**src/sv/dasd_pkg.sv**
```systemverilog
// Shared types, constants and the month length function for the date offset block.
`default_nettype none

package dasd_pkg;

   localparam int unsigned YEAR_W  = 14;
   localparam int unsigned MONTH_W = 4;
   localparam int unsigned DAY_W   = 5;
   localparam int unsigned COUNT_W = 16;

   localparam logic [YEAR_W-1:0]  YEAR_FIRST  = 14'd1;
   localparam logic [YEAR_W-1:0]  YEAR_LAST   = 14'd9999;
   localparam logic [MONTH_W-1:0] MONTH_JAN   = 4'd1;
   localparam logic [MONTH_W-1:0] MONTH_DEC   = 4'd12;
   localparam logic [DAY_W-1:0]   DAY_FIRST   = 5'd1;
   localparam logic [DAY_W-1:0]   DAY_DEC_LEN = 5'd31;

   // floor(y / 100) equals (y * CENT_RECIP) >> CENT_SHIFT for every 14-bit year.
   localparam logic [12:0] CENT_RECIP = 13'd5243;
   localparam int unsigned CENT_SHIFT = 19;
   localparam logic [6:0]  CENT_LEN   = 7'd100;
   localparam logic [6:0]  CENT_TOP   = 7'd99;

   typedef enum logic [5:0] {
      ST_IDLE  = 6'b000001,
      ST_SPLIT = 6'b000010,
      ST_RESID = 6'b000100,
      ST_CHECK = 6'b001000,
      ST_STEP  = 6'b010000,
      ST_DONE  = 6'b100000
   } state_type;

   // Length of a month; months outside January to December give zero.
   function automatic logic [DAY_W-1:0] month_len(input logic leap,
                                                  input logic [MONTH_W-1:0] month);
      logic [DAY_W-1:0] len;
      unique case (month)
         4'd1, 4'd3, 4'd5, 4'd7, 4'd8, 4'd10, 4'd12: len = 5'd31;
         4'd4, 4'd6, 4'd9, 4'd11:                    len = 5'd30;
         4'd2:                                       len = leap ? 5'd29 : 5'd28;
         default:                                    len = 5'd0;
      endcase
      return len;
   endfunction

endpackage

`default_nettype wire

```
**src/sv/date_add_subtract_days.sv**
```systemverilog
// Gregorian date plus or minus a day count, walked one month per cycle by a shared subtractor.
// A request passes the year split, the residue and the range check, then walks month by month
// to the result, which waits in the working registers until the receiving side lifts rsp_stall.
// One transaction at a time; the month walk through the single subtractor sets the pace.
// Reset (synchronous, active high) returns the sequencer to idle and drops rsp_valid.
`default_nettype none

module date_add_subtract_days
   import dasd_pkg::*;
#(
   parameter int unsigned COUNT_MAX = 65535
) (
   input  wire logic               clock,
   input  wire logic               reset,
   input  wire logic               req_valid,
   output logic                    req_stall,
   input  wire logic               req_func,
   input  wire logic [YEAR_W-1:0]  req_start_year,
   input  wire logic [MONTH_W-1:0] req_start_month,
   input  wire logic [DAY_W-1:0]   req_start_day,
   input  wire logic [COUNT_W-1:0] req_day_count,
   output logic                    rsp_valid,
   input  wire logic               rsp_stall,
   output logic [YEAR_W-1:0]       rsp_result_year,
   output logic [MONTH_W-1:0]      rsp_result_month,
   output logic [DAY_W-1:0]        rsp_result_day,
   output logic                    rsp_range_error
);

   // The day count port is 16 bits wide, so a limit above its full scale never clips.
   localparam int unsigned COUNT_FULL = (1 << COUNT_W) - 1;
   localparam logic [COUNT_W-1:0] COUNT_LIMIT =
      COUNT_W'((COUNT_MAX > COUNT_FULL) ? COUNT_FULL : COUNT_MAX);

   state_type state_ff, state_in;

   logic               func_ff;
   logic [YEAR_W-1:0]  start_year_ff;
   logic [MONTH_W-1:0] start_month_ff;
   logic [DAY_W-1:0]   start_day_ff;

   // Working date, remaining count and the year split into century and year-in-century.
   logic [YEAR_W-1:0]  year_ff, year_in;
   logic [MONTH_W-1:0] month_ff, month_in;
   logic [DAY_W-1:0]   day_ff, day_in;
   logic [COUNT_W-1:0] count_ff, count_in;
   logic [7:0]         quot_ff, quot_in;
   logic [6:0]         yr100_ff, yr100_in;
   logic [1:0]         cent_ff, cent_in;
   logic               err_ff, err_in;

   logic                    leap;
   logic [DAY_W-1:0]        cur_len;
   logic [DAY_W-1:0]        gap;
   logic [DAY_W:0]          sub_b;
   logic [COUNT_W:0]        diff;
   logic                    borrow;
   logic [YEAR_W+12:0]      recip_prod;
   logic [14:0]             cent_prod;

   // The Gregorian rule: a century year is leap only when its century divides by four.
   // Since 100 divides by 4, the low bits of the year-in-century match those of the year.
   assign leap    = (yr100_ff == 7'd0) ? (cent_ff == 2'd0) : (yr100_ff[1:0] == 2'd0);
   assign cur_len = month_len(leap, month_ff);
   assign gap     = cur_len - day_ff;

   // The shared unit: one compare-and-subtract on the remaining count. Going forward it
   // asks whether the count reaches past the end of the month; going back, past day one.
   assign sub_b  = func_ff ? {1'b0, day_ff} : ({1'b0, gap} + 6'd1);
   assign diff   = {1'b0, count_ff} - {{(COUNT_W - DAY_W){1'b0}}, sub_b};
   assign borrow = diff[COUNT_W];

   assign recip_prod = year_ff * CENT_RECIP;
   assign cent_prod  = quot_ff * CENT_LEN;

   always_comb begin
      state_in = state_ff;
      year_in  = year_ff;
      month_in = month_ff;
      day_in   = day_ff;
      count_in = count_ff;
      quot_in  = quot_ff;
      yr100_in = yr100_ff;
      cent_in  = cent_ff;
      err_in   = err_ff;

      unique case (state_ff)
         ST_IDLE: begin
            if (req_valid) begin
               year_in  = req_start_year;
               month_in = req_start_month;
               day_in   = req_start_day;
               count_in = (req_day_count > COUNT_LIMIT) ? COUNT_LIMIT : req_day_count;
               err_in   = 1'b0;
               state_in = ST_SPLIT;
            end
         end
         ST_SPLIT: begin
            quot_in  = recip_prod[YEAR_W+12:CENT_SHIFT];
            state_in = ST_RESID;
         end
         ST_RESID: begin
            yr100_in = 7'(year_ff - cent_prod[YEAR_W-1:0]);
            cent_in  = quot_ff[1:0];
            state_in = ST_CHECK;
         end
         ST_CHECK: begin
            // A zero month length also catches a month outside January to December.
            if (year_ff < YEAR_FIRST || year_ff > YEAR_LAST ||
                day_ff < DAY_FIRST || day_ff > cur_len) begin
               err_in   = 1'b1;
               state_in = ST_DONE;
            end else begin
               state_in = ST_STEP;
            end
         end
         ST_STEP: begin
            if (borrow) begin
               // The rest of the count lands inside the current month.
               day_in   = func_ff ? (day_ff - count_ff[DAY_W-1:0])
                                  : (day_ff + count_ff[DAY_W-1:0]);
               state_in = ST_DONE;
            end else if (!func_ff) begin
               count_in = diff[COUNT_W-1:0];
               day_in   = DAY_FIRST;
               if (month_ff == MONTH_DEC) begin
                  month_in = MONTH_JAN;
                  if (year_ff == YEAR_LAST) begin
                     err_in   = 1'b1;
                     state_in = ST_DONE;
                  end else begin
                     year_in = year_ff + 14'd1;
                     if (yr100_ff == CENT_TOP) begin
                        yr100_in = 7'd0;
                        cent_in  = cent_ff + 2'd1;
                     end else begin
                        yr100_in = yr100_ff + 7'd1;
                     end
                  end
               end else begin
                  month_in = month_ff + 4'd1;
               end
            end else begin
               // Going back lands on the last day of the month before. Within one year
               // the leap flag does not change, so the length comes from the current one.
               count_in = diff[COUNT_W-1:0];
               if (month_ff == MONTH_JAN) begin
                  month_in = MONTH_DEC;
                  day_in   = DAY_DEC_LEN;
                  if (year_ff == YEAR_FIRST) begin
                     err_in   = 1'b1;
                     state_in = ST_DONE;
                  end else begin
                     year_in = year_ff - 14'd1;
                     if (yr100_ff == 7'd0) begin
                        yr100_in = CENT_TOP;
                        cent_in  = cent_ff - 2'd1;
                     end else begin
                        yr100_in = yr100_ff - 7'd1;
                     end
                  end
               end else begin
                  month_in = month_ff - 4'd1;
                  day_in   = month_len(leap, month_ff - 4'd1);
               end
            end
         end
         ST_DONE: begin
            if (!rsp_stall) begin
               state_in = ST_IDLE;
            end
         end
         default: begin
            state_in = ST_IDLE;
         end
      endcase
   end

   always_ff @(posedge clock) begin
      if (reset) begin
         state_ff <= ST_IDLE;
      end else begin
         state_ff <= state_in;
      end
   end

   // The start date is kept so that an error can hand it back untouched.
   always_ff @(posedge clock) begin
      if (state_ff == ST_IDLE && req_valid) begin
         func_ff        <= req_func;
         start_year_ff  <= req_start_year;
         start_month_ff <= req_start_month;
         start_day_ff   <= req_start_day;
      end
      year_ff  <= year_in;
      month_ff <= month_in;
      day_ff   <= day_in;
      count_ff <= count_in;
      quot_ff  <= quot_in;
      yr100_ff <= yr100_in;
      cent_ff  <= cent_in;
      err_ff   <= err_in;
   end

   // Only the idle state takes a new transaction; the finished result is held in the
   // working registers until the receiving side lifts rsp_stall.
   assign req_stall        = (state_ff != ST_IDLE);
   assign rsp_valid        = (state_ff == ST_DONE);
   assign rsp_result_year  = err_ff ? start_year_ff  : year_ff;
   assign rsp_result_month = err_ff ? start_month_ff : month_ff;
   assign rsp_result_day   = err_ff ? start_day_ff   : day_ff;
   assign rsp_range_error  = err_ff;

endmodule

`default_nettype wire
```
**config.mk**
```make
export PLATFORM = sky130hd
export DESIGN_NAME = date_add_subtract_days
export DESIGN_NICKNAME = d
export VERILOG_FILES = /design/src/sv/dasd_pkg.sv /design/src/sv/date_add_subtract_days.sv
export SDC_FILE = /design/constraint.sdc
export NUM_CORES = 1
export LEC_CHECK = 0
export BUFFER_PORTS_ARGS = -buffer_cell sky130_fd_sc_hd__buf_2
export CORE_UTILIZATION = 45
export CTS_CLUSTER_DIAMETER = 100
export DETAILED_ROUTE_END_ITERATION = 10
export SLEW_MARGIN = 20
export SYNTH_ARGS = -nofsm -noshare
export SYNTH_HDL_FRONTEND = slang
export SYNTH_SLANG_ARGS = --single-unit
```
**constraint.sdc**
```tcl
create_clock -name clock -period 6 [get_ports clock]
set_clock_uncertainty 0.05 [all_clocks]
set_input_delay 0.3 -clock clock [delete_from_list [all_inputs] [get_ports clock]]
set_output_delay 0.3 -clock clock [all_outputs]
set_load 0.03 [all_outputs]
```
==> key figures, run 1 <==
Run status
  – Status: finished clean

Place
  – Number of port buffers: 69
  – RePlAce Congestion: 0.855
  – HPWL Detailed: 16.9 mm
  – Placed cells: 1276
  – DP Area: 0.00985 sq mm
  – Place WS: 0.121 ns

Cells and area
  – Final Instance Area: 0.0102 sq mm
  – Layout fillers: 1890
  – Share of cells above drive strength 1: 11.3%
  – Final antenna diode count: 0
  – Syn-to-layout area delta: 10.5%
  – Final Util: 51.5%
  – Post-layout net count: 1276
  – Finished Layout Cells: 1292

Timing
  – F_max: 180 MHz
  – RSZ-0062 raised after global routing: no
  – Fin worst setup slack: 0.441 ns
  – Post-route minimum period: 5.56 ns
  – Final Hold Fails: 0
  – Actual slew at the worst max-slew pin: 1.00 ns
  – WHS: 0.0836 ns
  – Period utilisation layout: 92.6%
  – Final setup viols: 0
  – Post-Route Setup TNS: 0 ns
  – Max Slew Vio Count: 0
  – Rel. slew slack: 33.2%

Power
  – Switching share of power: 47.4%
  – Pwr dens: 487 mW/mm^2
  – Combinational Power Share: 70.3%
  – Sequential Power Share: 17.5%
  – Total Power: 4.96 mW
  – Clk network pwr share: 12.2%
  – VDD IR-drop max: 517 uV
  – P_sw: 2.35 mW
  – Leak: 4.53 nW
  – Internal Power: 2.61 mW

Detailed routing
  – Vias: 6923
  – Routed WL: 21.5 mm
  – Antenna-violating nets left: 0
  – DRC: 0
  – WL/cell: 16.6 um
  – TritonRoute pass-1 iters: 5
  – DR iter-0 viols: 422
  – Vias per Instance: 5.36

Yosys
  – Most frequent cells after synthesis: ha_1, inv_1, nand2_1
  – Syn avg cell area: 9.61 sq um
  – Async SR Flop Fraction: 0%
  – Post-synth top area share: 25.4%
  – Seq/Total Area, Yosys: 26.7%
  – Seq cells post-synth: 84
  – Ys flop type: edfxtp_1
  – Post-synth EDFFs: 78
  – Largest cells by area after synthesis: edfxtp_1, ha_1, fa_1
  – YS warnings: 0
  – Most frequent cell after synthesis: ha_1
  – Synth cell types: 64
  – Cells after Synth: 959
  – Cell taking the most area after synthesis: edfxtp_1
  – Mapped Nets: 1213
  – Cell area after synthesis: 0.00921 sq mm

Global route
  – Antenna violations before repair: 0
  – GR Layer Usage met1: 31.8%
  – Overflow left after global routing: 0
  – Vias in the first global route: 6620
  – First-pass GRT wire length: 35.3 mm
  – GR Util met2: 32.4%
  – Largest net degree at the start of global routing: 87
  – Total global-route track usage: 21.3%
  – Met3 usage: 3.49%
  – GRT busiest layer: met2

Clock network
  – Clk sinks: 84
  – Clock tree root buffer cell: clkbuf_16
  – Hold_buf cts: 0
  – CTS tree: done
  – Num CTS Buffers: 9
  – H-tree levels: 3
  – Longest Clk Path Bufs: 2
  – Worst skew pair latency: 0.35 ns
  – Clock transition at path regs: 0.07 ns

Die
  – Die W: 145 um
  – Full die area: 0.0210 sq mm
  – CORE AREA: 0.0198 sq mm
  – Row cnt: 51
  – Die H: 145 um
  – I/O Pins: 70
  – Starting density of the core: 46.6%

Worst setup path
  – Required @ worst endpoint: 6.20 ns
  – CP startpoint kind: register
  – Crit. End Element: register
  – Critical Setup Path Class: register to register
  – Worst-path fanout max: 10
  – Worst EP arrival: 5.76 ns

Hold path
  – Hold Path Class: input port to register

Job
  – MaxCap Viol Count: 0
==> sequential cells by signal, summed over array words and instances, names as in the netlist, 5 cells and up <==
| register | cells |
|---|---|
| yr100_ff | 7 |
| day_ff | 5 |
| state_ff | 6 |
| quot_ff | 5 |
| start_year_ff | 14 |
| year_ff | 14 |
| start_day_ff | 5 |
| count_ff | 16 |
==> path summary, 6_finish.rpt <==
path / slack [ns] / depth (start not counted) / start / end
min reg2reg: 0.55 / 1 / state_ff[0] / state_ff[2]
min: 0.08 / 1 / req_start_day[4] / start_day_ff[4]
max reg2reg: 0.44 / 22 / yr100_ff[0] / state_ff[2]
max: 0.44 / 22 / yr100_ff[0] / state_ff[2]
==> routing by layer <==
| metal | routed length [um] | part of all wire (%) |
|---|---|---|
| met3 | 949 | 4.4 |
| met1 | 10700 | 50 |
| met2 | 9590 | 45 |
| met4 | 219 | 1.0 |
| met5 | 0 | 0 |
==> critical path: stages (launching register included) <==
cell and delay, ns:
edfxtp_1 0.51, inv_1 0.13, ha_1 0.22, nand3b_1 0.12, o31ai_1 0.37, nor2_1 0.06
o21ai_0 0.19, ha_1 0.20, inv_1 0.06, fa_1 0.51, ha_1 0.19, nand2_1 0.06
a2111oi_1 0.53, xnor2_1 0.13, nor2_1 0.11, a21oi_1 0.06, ha_1 0.23, a2111oi_0 0.42
o21ai_1 0.17, or3_4 0.41, buf_4 0.18, a2111o_1 0.40, nor4_1 0.16
==> logic make-up after synthesis <==
family	Yosys count	share of synthesized area (%)
AND/OR/NAND/NOR	219	11.6
XOR/XNOR	67	6.37
AO/OA/AOI/OAI	205	13.4
multiplexers	8	0.924
buffers and inverters	166	7.04
adder cells (fa/ha/maj)	210	33.9
flip-flops	84	26.7
==> cells in the final DEF, fill, tap and decap left out, drive strengths merged, types with 10 or more instances in the layout <==
cell type	netlist	final
a21oi	47	47
buf	6	82
clkbuf	24	10
edfxtp	78	78
fa	66	66
ha	144	144
inv	135	135
nand2	93	93
nand3	16	16
nand4	12	12
nor2	31	31
nor3	13	13
o211ai	11	11
o21ai	90	90
xnor2	50	50
xor2	17	17
==> power groups by stage <==
stage                     logic (mW)  registers, mW  clock network [mW]
final                           3.48          0.867               0.607
after CTS                       3.52          0.867               0.618
after global placement          3.46          0.880                   0
after floorplan                 2.67          0.852                   0
after detailed placement        3.49          0.880                   0
after global routing            4.06          0.880               0.637
==> layout make-up <==
| cell class | instances | area [sq um] | area share [%] |
|---|---|---|---|
| Multi-Input combinational cell | 709 | 6120 | 60.1 |
| Sequential cell | 84 | 2460 | 24.2 |
| Inverter | 136 | 510 | 5.01 |
| Timing Repair Buffer | 82 | 443 | 4.35 |
| Tap cell | 265 | 332 | 3.26 |
| Clock buffer | 10 | 229 | 2.25 |
| Clock inverter | 6 | 88.8 | 0.873 |
==> repair_timing <==
item	CTS	global route
setup endpoints to repair	0	10
resized for setup	0	3
hold endpoints to repair	0	0
setup buffers	0	0
Power figures use the tool's default switching activity.
==> run 2: changes to the inputs <==
==> constraint.sdc (replaced) <==
create_clock -name clock -period 5.7 [get_ports clock]
set_clock_uncertainty 0.05 [all_clocks]
set_input_delay 0.285 -clock clock [delete_from_list [all_inputs] [get_ports clock]]
set_output_delay 0.285 -clock clock [all_outputs]
set_load 0.01 [all_outputs]
==> key figures, run 2 (synthesis results as in run 1) <==
Timing
  – Period utilisation layout: 94.0%
  – Final Hold Fails: 0
  – Actual slew at the worst max-slew pin: 1.03 ns
  – Final setup viols: 0
  – Rel. slew slack: 31.2%
  – Post-route minimum period: 5.36 ns
  – Post-Route Setup TNS: 0 ns
  – F_max: 187 MHz
  – RSZ-0062 raised after global routing: no
  – Max Slew Vio Count: 0

Detailed routing
  – Vias per Instance: 5.35
  – Vias: 6940
  – Routed WL: 21.8 mm
  – Antenna-violating nets left: 0
  – TritonRoute pass-1 iters: 5
  – DRC: 0
  – DR iter-0 viols: 380
  – WL/cell: 16.8 um

Clock network
  – Longest Clk Path Bufs: 2
  – Hold_buf cts: 0
  – CTS tree: done
  – Clock transition at path regs: 0.07 ns
  – Num CTS Buffers: 9
  – H-tree levels: 3
  – Worst skew pair latency: 0.35 ns
  – Clk sinks: 84
  – Clock tree root buffer cell: clkbuf_16

Cells and area
  – Share of cells above drive strength 1: 11.7%
  – Layout fillers: 1888
  – Multi-input logic area: 0.00612 sq mm
  – Largest regs: count_ff x16, start_year_ff x14, year_ff x14
  – Post-layout net count: 1282
  – Sequential cell area: 0.00246 sq mm
  – Syn-to-layout area delta: 11.4%
  – Final Instance Area: 0.0103 sq mm
  – Reg with most FFs: count_ff
  – Commonest non-fill, non-tap cell in the layout: ha_1
  – Most frequent cells in the layout: ha_1, inv_1, nand2_1
  – Final antenna diode count: 0
  – Max reg flops: 16

Die
  – Die W: 145 um
  – CORE AREA: 0.0198 sq mm
  – Row cnt: 51
  – I/O Pins: 70
  – Full die area: 0.0210 sq mm
  – Die H: 145 um
  – Starting density of the core: 46.6%

Global route
  – GRT busiest layer: met2
  – Met3 usage: 3.33%
  – GR Util met2: 33.4%
  – Total global-route track usage: 21.5%
  – Antenna violations before repair: 0
  – Largest net degree at the start of global routing: 53
  – Overflow left after global routing: 0
  – Vias in the first global route: 6726
  – First-pass GRT wire length: 35.4 mm
  – GR Layer Usage met1: 31.9%

Place
  – HPWL Detailed: 17.3 mm
  – Number of port buffers: 69
  – RePlAce Congestion: 0.830
  – DP Area: 0.00986 sq mm

Worst setup path
  – Crit. End Element: register
  – R2R Setup Slk: 0.34 ns
  – R2r endpoint: count_ff[13]
  – Required @ worst endpoint: 5.74 ns
  – CP max stage delay: 0.50 ns
  – Crit path cell chain: nor3_1 > nand3b_1 > o31ai_4 > nor2_1 > o21ai_0 > ha_1 > inv_1 > fa_1 > ha_1 > nand2_1 > a2111oi_2 > xnor2_1 > nor2_1 > a21oi_1 > ha_1 > a2111oi_1 > o21ai_1 > or3_4 > nand2_1 > nand2_1 > buf_4
  – CP startpoint kind: register
  – Worst-path fanout max: 20
  – Worst Setup SP: yr100_ff[2]
  – Critical Setup Path Class: register to register
  – CP max-delay cell: edfxtp_1
  – Worst r2r src: yr100_ff[2]
  – Worst EP arrival: 5.40 ns
  – Worst reg-to-reg path cell count: 21
  – CP endpoint: count_ff[13]

Hold path
  – Hold Path Class: input port to register
  – Hold_sp: req_func

Job
  – MaxCap Viol Count: 0

Power
  – VDD IR-drop max: 479 uV
  – Leak: 4.58 nW
  – Pwr dens: 509 mW/mm^2

Run status
  – Status: finished clean
[run 2: critical path: cells and delay by family (launching register included)]
kind / cells / cell delay [ns]
AO/OA/AOI/OAI: 6 / 1.47
XOR/XNOR: 1 / 0.11
adder cells (fa/ha/maj): 4 / 1.15
buffers and inverters: 2 / 0.29
flip-flops: 1 / 0.50
AND/OR/NAND/NOR: 8 / 1.53
[run 2: area by class of cell]
class / instances / share of cell area [%]
well taps: 265 / 3.23
flip-flops and latches: 84 / 24.0
clock inverters: 6 / 1.09
repair buffers: 88 / 4.76
clock buffers: 10 / 2.23
multi-input cells: 709 / 59.7
inverters: 136 / 4.98
[run 2: timing repair]
action / in CTS / in global routing
setup buffers: 0 / 5
endpoints found under the setup margin: 0 / 57
resized for setup: 0 / 6
[run 2: worst min-delay path by stage]
stage | end | cells after the start
global placement | func_ff | 1
detailed placement | func_ff | 1
CTS | func_ff | 1
finish | func_ff | 1
floorplan | state_ff[5] | 1
global route | func_ff | 1
[run 2: stage by stage]
| stage | utilization, % | setup WS (ns) | total power [mW] | hold WS, ns | instances |
|---|---|---|---|---|---|
| 2_1_floorplan | - | 0.187 | 3.64 | 0.300 | 959 |
| 3_3_place_gp | 49.8 | 0.306 | 4.49 | 0.415 | 1277 |
| 3_5_place_dp | 49.8 | 0.272 | 4.56 | 0.424 | 1277 |
| 4_1_cts | 51.6 | 0.101 | 5.26 | 0.0581 | 1293 |
| 5_1_grt | 51.9 | 0.0206 | 5.86 | 0.0517 | 1298 |
| 6_report | 51.9 | 0.340 | 5.22 | 0.0630 | 1298 |
[run 2: power breakdown]
| part | switching, mW | leakage [nW] | internal [mW] | total (mW) |
|---|---|---|---|---|
| Combinational | 2.07 | 3.63 | 1.54 | 3.61 |
| Sequential | 0.0943 | 0.781 | 0.824 | 0.918 |
| Clock | 0.257 | 0.165 | 0.429 | 0.687 |
[run 2: routing by layer]
layer	wire length, um	vias up
li1	-	3455
met1	10800	3297
met2	9770	170
met3	1000	18
met4	189	0
met5	0	-
